--- config.mk ---
export PLATFORM = sky130hd
export DESIGN_NAME = overwriting_ring_fifo_with_peek
export DESIGN_NICKNAME = d
export VERILOG_FILES = /design/src/sv/orf_pkg.sv /design/src/sv/orf_ram.sv /design/src/sv/orf_ctrl.sv /design/src/sv/overwriting_ring_fifo_with_peek.sv
export SDC_FILE = /design/constraint.sdc
export NUM_CORES = 1
export LEC_CHECK = 0
export ABC_AREA = 1
export BUFFER_PORTS_ARGS = -buffer_cell sky130_fd_sc_hd__buf_2
export CAP_MARGIN = 40
export CORE_AREA = 2 2 336 172
export DETAILED_ROUTE_END_ITERATION = 10
export DIE_AREA = 0 0 338 174
export GPL_TIMING_DRIVEN = 0
export PLACE_DENSITY = 0.62
export SLEW_MARGIN = 10
export SYNTH_ARGS = -nofsm -noshare
export SYNTH_HDL_FRONTEND = slang
export SYNTH_SLANG_ARGS = --single-unit
--- constraint.sdc ---
create_clock -name clk -period 3.9 [get_ports clk]
set_input_delay 0.39 -clock clk [delete_from_list [all_inputs] [get_ports clk]]
set_output_delay 0.39 -clock clk [all_outputs]
set_load 0.01 [all_outputs]
--- src/sv/orf_pkg.sv ---
// Shared constants and types for the overwriting ring FIFO with peek.
`timescale 1ns / 1ps
package orf_pkg;

  localparam int CAPACITY_DEF   = 16;
  localparam int DATA_WIDTH_DEF = 32;

  localparam logic [1:0] MODE_PUT  = 2'd0;
  localparam logic [1:0] MODE_GET  = 2'd1;
  localparam logic [1:0] MODE_PEEK = 2'd2;

  // Per-transfer controls from the pointer logic to the entry memory.
  typedef struct packed {
    logic load;
    logic wr_en;
    logic rd_en;
  } orf_mem_ctl_t;

  // Status half of the result register.
  typedef struct packed {
    logic [4:0] count_after;
    logic       is_empty;
    logic       is_full;
    logic       dropped_oldest;
    logic       op_error;
  } orf_status_t;

endpackage

--- src/sv/orf_ram.sv ---
// Entry memory with one write port and one registered read port.
`timescale 1ns / 1ps
module orf_ram
  import orf_pkg::*;
#(
  parameter int DEPTH = CAPACITY_DEF,
  parameter int WIDTH = DATA_WIDTH_DEF,
  parameter int AW    = $clog2(DEPTH)
) (
  input  logic             clk,
  input  orf_mem_ctl_t     ctl,
  input  logic [AW-1:0]    waddr,
  input  logic [WIDTH-1:0] wdata,
  input  logic [AW-1:0]    raddr,
  output logic [WIDTH-1:0] rdata
);

  logic [WIDTH-1:0] mem [DEPTH];

  always_ff @(posedge clk) begin
    if (ctl.wr_en) begin
      mem[waddr] <= wdata;
    end
  end

  // The read register is the data half of the result register, so it
  // holds while the receiver stalls and reads zero for puts and errors.
  always_ff @(posedge clk) begin
    if (ctl.load) begin
      rdata <= ctl.rd_en ? mem[raddr] : '0;
    end
  end

endmodule

--- src/sv/orf_ctrl.sv ---
// Oldest index, entry count, address generation and the status register.
`timescale 1ns / 1ps
module orf_ctrl
  import orf_pkg::*;
#(
  parameter int CAPACITY = CAPACITY_DEF,
  parameter int AW       = $clog2(CAPACITY),
  parameter int CW       = $clog2(CAPACITY + 1)
) (
  input  logic          clk,
  input  logic          rst,
  input  logic          accept,
  input  logic [1:0]    mode,
  input  logic [3:0]    offset,
  output orf_mem_ctl_t  mem_ctl,
  output logic [AW-1:0] waddr,
  output logic [AW-1:0] raddr,
  output orf_status_t   status
);

  // Sum width for ring additions: holds any sum below twice the capacity, and the offset.
  localparam int SW = (AW + 1 > 5) ? AW + 1 : 5;
  localparam logic [SW-1:0] CAP_S = SW'(CAPACITY);
  localparam logic [CW-1:0] CAP_C = CW'(CAPACITY);

  logic [AW-1:0] oldest, oldest_next;
  logic [CW-1:0] count, count_next;
  logic          full;
  logic          dropped, error;
  logic          wr_en, rd_en;
  logic [SW-1:0] sum_tail, sum_peek, sum_inc;
  logic [AW-1:0] tail_addr, peek_addr, inc_addr;
  logic [CW+4:0] count_wide;

  assign full = (count == CAP_C);

  // Each sum that addresses the memory stays below twice the capacity, so one subtract wraps it.
  always_comb begin
    sum_tail  = SW'(oldest) + SW'(count);
    sum_peek  = SW'(oldest) + SW'(offset);
    sum_inc   = SW'(oldest) + SW'(1);
    tail_addr = AW'((sum_tail >= CAP_S) ? sum_tail - CAP_S : sum_tail);
    peek_addr = AW'((sum_peek >= CAP_S) ? sum_peek - CAP_S : sum_peek);
    inc_addr  = AW'((sum_inc  >= CAP_S) ? sum_inc  - CAP_S : sum_inc);
  end

  always_comb begin
    oldest_next = oldest;
    count_next  = count;
    dropped     = 1'b0;
    error       = 1'b0;
    wr_en       = 1'b0;
    rd_en       = 1'b0;
    waddr       = tail_addr;
    raddr       = oldest;
    case (mode)
      MODE_PUT: begin
        wr_en = 1'b1;
        if (full) begin
          // The new word lands in the slot of the entry it displaces.
          waddr       = oldest;
          oldest_next = inc_addr;
          dropped     = 1'b1;
        end else begin
          count_next = count + CW'(1);
        end
      end
      MODE_GET: begin
        if (count == '0) begin
          error = 1'b1;
        end else begin
          rd_en       = 1'b1;
          oldest_next = inc_addr;
          count_next  = count - CW'(1);
        end
      end
      MODE_PEEK: begin
        if (SW'(offset) >= SW'(count)) begin
          error = 1'b1;
        end else begin
          rd_en = 1'b1;
          raddr = peek_addr;
        end
      end
      default: begin
        error = 1'b1;
      end
    endcase
  end

  assign mem_ctl.load  = accept;
  assign mem_ctl.wr_en = accept & wr_en;
  assign mem_ctl.rd_en = rd_en;

  assign count_wide = (CW + 5)'(count_next);

  always_ff @(posedge clk) begin
    if (rst) begin
      oldest <= '0;
      count  <= '0;
    end else if (accept) begin
      oldest <= oldest_next;
      count  <= count_next;
    end
  end

  always_ff @(posedge clk) begin
    if (accept) begin
      status.count_after    <= count_wide[4:0];
      status.is_empty       <= (count_next == '0);
      status.is_full        <= (count_next == CAP_C);
      status.dropped_oldest <= dropped;
      status.op_error       <= error;
    end
  end

endmodule

--- src/sv/overwriting_ring_fifo_with_peek.sv ---
// Top level of the overwriting ring FIFO with peek.
//
// The input channel carries one operation per transfer: mode selects put,
// get of the oldest word, or peek at offset entries past the oldest. Each
// accepted operation yields exactly one result transfer with the data word,
// the entry count after the operation, empty and full flags, a flag for a
// put that discarded the oldest entry, and an error flag for a get on an
// empty buffer, a peek past the count or an unknown mode.
//
// The result is registered: result valid rises in the cycle after the input
// transfer. Throughput is one operation per cycle while the receiver takes
// results, set by the entry memory's single write and registered read port.
//
// The result register decouples the two sides: outside reset, in_ready is
// high whenever the result register is empty or is being taken in the same
// cycle, so a stalled receiver holds the current result and back-pressures
// the input. Reset holds in_ready low and clears the oldest index, the count
// and the result valid bit; the stored words are not cleared, since only
// written entries are ever read.
`timescale 1ns / 1ps
module overwriting_ring_fifo_with_peek
  import orf_pkg::*;
#(
  parameter int CAPACITY   = CAPACITY_DEF,
  parameter int DATA_WIDTH = DATA_WIDTH_DEF
) (
  input  logic        clk,
  input  logic        rst,
  input  logic        in_valid,
  output logic        in_ready,
  input  logic [1:0]  mode,
  input  logic [31:0] data_in,
  input  logic [3:0]  offset,
  output logic        out_valid,
  input  logic        out_ready,
  output logic [31:0] data_out,
  output logic [4:0]  count_after,
  output logic        is_empty,
  output logic        is_full,
  output logic        dropped_oldest,
  output logic        op_error
);

  localparam int AW = $clog2(CAPACITY);
  localparam int CW = $clog2(CAPACITY + 1);

  logic                  accept;
  orf_mem_ctl_t          mem_ctl;
  logic [AW-1:0]         waddr, raddr;
  orf_status_t           status;
  logic [DATA_WIDTH+31:0] din_wide, dout_wide;
  logic [DATA_WIDTH-1:0] rdata;

  assign in_ready = !rst && (!out_valid || out_ready);
  assign accept   = in_valid && in_ready;

  always_ff @(posedge clk) begin
    if (rst) begin
      out_valid <= 1'b0;
    end else if (accept) begin
      out_valid <= 1'b1;
    end else if (out_ready) begin
      out_valid <= 1'b0;
    end
  end

  orf_ctrl #(
    .CAPACITY (CAPACITY),
    .AW       (AW),
    .CW       (CW)
  ) u_ctrl (
    .clk     (clk),
    .rst     (rst),
    .accept  (accept),
    .mode    (mode),
    .offset  (offset),
    .mem_ctl (mem_ctl),
    .waddr   (waddr),
    .raddr   (raddr),
    .status  (status)
  );

  assign din_wide = (DATA_WIDTH + 32)'(data_in);

  orf_ram #(
    .DEPTH (CAPACITY),
    .WIDTH (DATA_WIDTH),
    .AW    (AW)
  ) u_ram (
    .clk   (clk),
    .ctl   (mem_ctl),
    .waddr (waddr),
    .wdata (din_wide[DATA_WIDTH-1:0]),
    .raddr (raddr),
    .rdata (rdata)
  );

  assign dout_wide      = (DATA_WIDTH + 32)'(rdata);
  assign data_out       = dout_wide[31:0];
  assign count_after    = status.count_after;
  assign is_empty       = status.is_empty;
  assign is_full        = status.is_full;
  assign dropped_oldest = status.dropped_oldest;
  assign op_error       = status.op_error;

endmodule

==> results of run 1 <==
-- power by group --
group	internal (mW)	switching (mW)	total, mW
combinational	0.313	0.807	1.12
sequential	6.68	0.0155	6.70
clock	2.78	2.22	5.00
-- layout by cell type (no fill, tap or decap), types with 6 or more instances in the layout --
master,Yosys,layout
a21oi_1,41,41
buf_2,54,138
clkbuf_1,14,23
buf_1,8,8
nand2_1,518,518
o21ai_0,6,6
bufinv_16,0,6
clkbuf_16,0,51
nand3_1,497,497
clkinv_1,0,8
buf_4,29,30
ha_1,17,17
nor2_1,30,14
inv_1,544,544
xor2_1,6,6
clkinv_2,0,10
nor2_4,0,16
buf_12,0,12
edfxtp_1,553,553
dfxtp_1,10,10
-- kinds of logic after synthesis --
group | Yosys count | share of synthesized area [%]
xor gates and xnor gates | 9 | 0.348
buffers and inverters | 659 | 10.8
DFF | 563 | 67.7
adders and majority gates | 19 | 1.02
and+or+nand+nor | 1063 | 18.9
AOI/OAI and AO/OA | 60 | 1.32
-- per-layer routing --
layer	routed length (µm)	global-route usage [%]
met1	31900	36.6
met2	26200	31.0
met3	6750	4.96
met4	1060	4.30
met5	0	0
-- path summary, 6_finish.rpt --
| path | from | end | slack [ns] |
|---|---|---|---|
| max | u_ctrl.count[1] | u_ram.mem[3][15] | 0.31 |
| min | in_valid | out_valid | 0.04 |
| max reg2reg | u_ctrl.count[1] | u_ram.mem[3][15] | 0.31 |
| min reg2reg | out_valid | out_valid | 0.61 |
-- final cells by class --
cell class	count	area, µm²
plain buffers	110	621
clock buffers	60	1310
clock inverters	27	285
fillers	5001	27900
inverters	549	2060
multi-input cells	1151	5480
flip-flops and latches	563	16800
well taps	768	961
repair buffers	105	833
-- per-stage QoR --
step | area [µm²] | total power [mW] | util [%]
after global routing | 28400 | 13.3 | 50.4
after CTS | 28400 | 12.9 | 50.4
final | 28400 | 12.8 | 50.4
after detailed placement | 26800 | 7.93 | 47.6
after global placement | 26200 | 7.89 | 46.6
after floorplan | 24800 | 7.46 | -
-- flip-flops by register name, indices dropped and copies added, names as in the netlist --
signal         count
u_ctrl.count       5
u_ram.mem        512
u_ram.rdata       32
out_valid          1
u_ctrl.oldest      4
u_ctrl.status      9
-- tightest hold or removal path: cells and delay by family --
family                 cells  cell delay [ns]
AND/OR/NAND/NOR            2             0.10
buffers and inverters      1             0.09
==> impl_metrics.csv, run 1 <==
group,metric,value,unit
clock_tree,htreeDepth,2,
layout,n_antenna_cell,0,
yosys,synthesis.area,24800,µm²
worst_setup_path,cp_common_cell,"nand3_1",
route,vias_per_cell,5.05,
route,drtAntennaViolNets,0,
worst_setup_path,crit_type,"flip-flop to flip-flop",
sta,tightest_slew,0.797,ns
yosys,synth_edf_count,553,
worst_setup_path,path_delay_family,"simple AND/OR/NAND/NOR gates",
worst_setup_path,path_cells,"inv_1 > ha_1 > nand3_1 > inv_1 > nand3_1 > o21ai_0 > nand3_1 > nor2_4 > buf_12",
pwr,leakage,12.1,nW
sta,fin_ws,0.306,ns
clock_tree,cts_buffer_depth,3,
yosys,yosys.cell_count.top_type,"edfxtp_1",
clock_tree,clk_pin_slew_worst_paths,0.06,ns
yosys,ys.flop_type,"edfxtp_1",
yosys,synth_nets,2434,
pwr,irDropWorstVdd,0.315,mV
worst_setup_path,worstPathArrival,3.88,ns
worst_setup_path,crit_path_top_delay_cell,"nor2_4",
yosys,async_flop_share,0,%
route,drc,0,
floorplan,die_x,338,µm
global_route,grt_pass1_wl,98700,µm
placement,gp_congestion,0.872,
worst_setup_path,worstRegToRegCells,9,
yosys,yosys.area.top_type,"edfxtp_1",
worst_setup_path,worst_setup_path_start_kind,"flip-flop",
yosys,syn-mean-instance-area,10.5,µm²
clock_tree,insertion_delay,0.59,ns
route,drt_iter0_markers,2190,
worst_setup_path,cp-end-kind,"flip-flop",
yosys,yosysSeqAreaShare,67.7,%
global_route,grt_pass1_vias,15950,
worst_hold_path,worstHoldPathType,"input port to flip-flop",
floorplan,rows,62,
floorplan,chipHeight,174,µm
outcome,status,"finished clean",
placement,dp_cells,3246,
worst_setup_path,worstPathRequired,4.18,ns
yosys,ys_ff_latch,563,
clock_tree,cts_resized,0,
clock_tree,cts_tree,"built",
global_route,grt_usage,22.7,%
yosys,yosysWarnings,0,
worst_setup_path,crit_cells,9,
sta,period_share,92.2,%
placement,place_ws,0.360,ns
route,wl,65900,µm
route,first_pass_iters,6,
sta,fin_tns_setup,0,ns
floorplan,initial_core_util,44.2,%
placement,dp.final_hpwl,45800,µm
global_route,grt_max_degree,24,
run,maxCapViolations,0,
floorplan,coreArea,56200,µm²
sta,setup-violations-final,0,
sta,holdWs,0.0420,ns
floorplan,boundaryPins,85,
layout,drive_gt1_share,11.5,%
global_route,overflow,0,
worst_setup_path,critPathBufInv,3,
layout,final_nets,2591,
clock_tree,post_cts_buffers,0,
clock_tree,ctsRootBufferMaster,"clkbuf_16",
floorplan,die_area,58800,µm²
clock_tree,cts.sinks,563,
sta,slew_headroom,46.8,%
clock_tree,numCtsBuffers,50,
pwr,power_density,452,nW/µm²
sta,rsz0062_at_grt,"false",
layout,syn_to_final_growth,14.2,%
sta,fin_crit,3.59,ns
worst_hold_path,whs_path_depth,3,
sta,fin_skew,0.0196,ns
yosys,netlist_instances,2373,
route,wire_per_inst,19.8,µm
sta,fmax,278,MHz
layout,final_cells,3333,
sta,slew_viol_final,0,
sta,hold_viol,0,
worst_setup_path,path_max_fanout,20,
global_route,antenna_found_initial,0,
placement,numPortBuffers,84,
yosys,yosysUniqueCellTypes,39,
clock_tree,postCtsHoldBufs,0,
yosys,netlist_top_cells_count,"553 x edfxtp_1, 544 x inv_1, 518 x nand2_1, 497 x nand3_1, 54 x buf_2",
yosys,ys_top_cells_by_area,"edfxtp_1 67%, nand3_1 10%, inv_1 8.2%, nand2_1 7.8%, buf_2 1.1%",
yosys,synth.top_cell.area_share,66.8,%
worst_setup_path,cp_slowest_stage_delay,0.68,ns
route,dr_total_vias,16827,
Note: power is estimated with default switching activity, not from simulation.
==> run 2, diff against run 1 <==
--- a/config.mk
+++ b/config.mk
@@ -8,12 +8,13 @@
 export ABC_AREA = 1
 export BUFFER_PORTS_ARGS = -buffer_cell sky130_fd_sc_hd__buf_2
 export CAP_MARGIN = 40
-export CORE_AREA = 2 2 336 172
+export CORE_AREA = 2 2 333 170
 export DETAILED_ROUTE_END_ITERATION = 10
-export DIE_AREA = 0 0 338 174
+export DIE_AREA = 0 0 335 172
 export GPL_TIMING_DRIVEN = 0
-export PLACE_DENSITY = 0.62
+export PLACE_DENSITY = 0.63
 export SLEW_MARGIN = 10
 export SYNTH_ARGS = -nofsm -noshare
 export SYNTH_HDL_FRONTEND = slang
+export SYNTH_HIERARCHICAL = 1
 export SYNTH_SLANG_ARGS = --single-unit
==> run 2 against run 1 <==
Against the previous run:
- setup slack lost 0.27 ns
- sequential cell count unchanged
- total power up 0.71%
- critical path type unchanged
- critical endpoint is now u_ram/mem[3][24]
- largest cell class unchanged
==> impl_metrics.csv, run 2 <==
group,metric,value,unit
run,maxCapViolations,0,
layout,final_cells,3213,
layout,final_area,28100,µm²
layout,final_nets,2511,
yosys,yosysWarnings,6,
worst_setup_path,worstPathRequired,4.20,ns
route,drc,0,
global_route,grt_max_degree,33,
outcome,status,"finished clean",
yosys,ys.flop_type,"edfxtp_1",
clock_tree,htreeDepth,2,
yosys,yosysSeqAreaShare,69.0,%
pwr,irDropWorstVdd,0.256,mV
yosys,yosys.area.top_type,"edfxtp_1",
placement,dpl_cell_area,26400,µm²
floorplan,coreArea,54800,µm²
route,first_pass_iters,6,
sta,setup-violations-final,0,
layout,final_common_cell,"nand2_1",
floorplan,boundaryPins,85,
worst_setup_path,critPathBufInv,5,
placement,dp.final_hpwl,49300,µm
yosys,async_flop_share,0,%
floorplan,die_area,57600,µm²
layout,drive_gt1_share,12.5,%
global_route,grt_pass1_vias,15960,
worst_setup_path,cp-end-kind,"flip-flop",
worst_setup_path,path_delay_family,"simple AND/OR/NAND/NOR gates",
sta,slew_viol_final,0,
clock_tree,cts.sinks,563,
yosys,yosysUniqueCellTypes,34,
layout,reg.largest.list,"u_ram/mem: 512 flops, u_ram/rdata: 32 flops, u_ctrl/status: 9 flops",
placement,gp_congestion,0.873,
route,wire_per_inst,23.0,µm
layout,fill_cells,4742,
floorplan,rows,61,
route,drt_iter0_markers,2363,
route,vias_per_cell,5.43,
worst_setup_path,path_max_fanout,12,
sta,fin_crit,3.87,ns
yosys,synth_nets,2337,
clock_tree,ctsRootBufferMaster,"clkbuf_16",
clock_tree,postCtsHoldBufs,0,
yosys,synthesis.area,24400,µm²
global_route,antenna_found_initial,1,
global_route,grt_usage,25.4,%
pwr,leakage,11.6,nW
floorplan,initial_core_util,44.5,%
placement,numPortBuffers,84,
worst_hold_path,worstHoldPathType,"input port to flip-flop",
layout,final_cell_mix,"820 x nand2_1, 553 x edfxtp_1, 337 x nand3_1",
worst_setup_path,crit_path_top_delay_cell,"nor2_4",
clock_tree,cts_tree,"built",
layout,top_register,"u_ram/mem",
pwr,power_density,459,nW/µm²
sta,fmax,259,MHz
floorplan,die_x,335,µm
layout,syn_to_final_growth,15.4,%
clock_tree,cts_buffer_depth,3,
yosys,synth.top_cell.area_share,68.1,%
yosys,netlist_top_cells_count,"820 x nand2_1, 553 x edfxtp_1, 337 x nand3_1, 295 x inv_1, 50 x buf_2",
clock_tree,insertion_delay,0.60,ns
yosys,synth_edf_count,553,
route,drtAntennaViolNets,0,
yosys,yosys.cell_count.top_type,"nand2_1",
sta,tightest_slew,0.976,ns
worst_setup_path,worstPathArrival,4.16,ns
clock_tree,clk_pin_slew_worst_paths,0.07,ns
yosys,ys_top_cells_by_area,"edfxtp_1 68%, nand2_1 13%, nand3_1 6.9%, inv_1 4.5%, buf_2 1.0%",
clock_tree,numCtsBuffers,50,
global_route,grt_pass1_wl,105000,µm
worst_setup_path,path_cells,"inv_1 > ha_1 > buf_2 > nand2_1 > nor2_1 > nand3_1 > inv_1 > o21ai_0 > nand2_1 > nor2_4 > buf_16 > buf_16",
layout,largest_reg_flops,512,
worst_setup_path,worst_setup_path_start_kind,"flip-flop",
placement,dp_cells,3108,
worst_setup_path,crit_type,"flip-flop to flip-flop",
route,dr_total_vias,17442,
yosys,ys_ff_latch,563,
worst_setup_path,cp_slowest_stage_delay,0.63,ns
route,wl,73800,µm
yosys,netlist_instances,2276,
sta,period_share,99.1,%
floorplan,chipHeight,172,µm
yosys,syn-mean-instance-area,10.7,µm²
sta,fin_skew,0.0222,ns
global_route,overflow,0,
sta,hold_viol,0,
sta,slew_headroom,34.9,%
sta,holdWs,0.0818,ns
layout,n_antenna_cell,0,
run 2: path summary, 6_finish.rpt:
path	startpoint	cells after the start	slack [ns]	end
max	u_ctrl/count[0]	12	0.03	u_ram/mem[3][24]
min	out_ready	4	0.08	out_valid
max reg2reg	u_ctrl/count[0]	12	0.03	u_ram/mem[3][24]
min reg2reg	out_valid	2	0.50	out_valid
run 2: report_power, final:
group,internal [mW],switching [mW],leakage [nW]
clock,2.74,2.23,0.778
combinational,0.334,0.901,5.74
sequential,6.69,0.0180,5.07
run 2: worst register-to-register path, cell delays in order (launching register included):
cell,delay (ns)
dfxtp_1,0.62
inv_1,0.22
ha_1,0.24
buf_2,0.17
nand2_1,0.13
nor2_1,0.05
nand3_1,0.20
inv_1,0.12
o21ai_0,0.37
nand2_1,0.37
nor2_4,0.63
buf_16,0.25
buf_16,0.18
run 2: layout make-up:
class / count / area [µm²] / area share [%]
Sequential cell: 563 / 16800 / 59.7
Multi-Input combinational cell: 1299 / 5810 / 20.7
Clock buffer: 65 / 1370 / 4.87
Timing Repair Buffer: 123 / 1140 / 4.04
Inverter: 299 / 1130 / 4.01
Tap cell: 724 / 906 / 3.22
Buffer: 114 / 749 / 2.66
Clock inverter: 26 / 225 / 0.800
run 2: routing by layer:
layer	part of all wire, %	vias to the layer above	GRT usage, %
met5	0.015	-	0
met4	2.5	2	6.71
met3	15	134	8.15
met2	40	1057	35.3
met1	43	8412	38.1
li1	-	7837	-
run 2: timing repair:
action,4_1_cts,5_1_grt
gates resized for setup,1,6
setup buffers,0,12
endpoints found under the setup margin,2,201
pin swaps,0,9
run 2: cells by family (layout without fill, tap and decap cells):
logic type	count (synthesis)	count (layout)	synth area share [%]
AOI/OAI and AO/OA	59	59	1.26
xor gates and xnor gates	6	6	0.216
adders and majority gates	19	19	1.04
buffers and inverters	414	627	7.70
DFF	563	563	69.0
and+or+nand+nor	1215	1215	20.8
run 2: stage by stage:
step	power (mW)	setup slack (ns)	TNS, ns	util [%]
after floorplan	7.50	0.354	0	-
after CTS	12.9	0.0898	0	51.0
after global routing	13.3	-0.0699	-0.626	51.3
after detailed placement	8.02	-0.0206	-0.0206	48.1
final	12.9	0.0347	0	51.3
after global placement	7.97	-1.99	-869.31	46.9
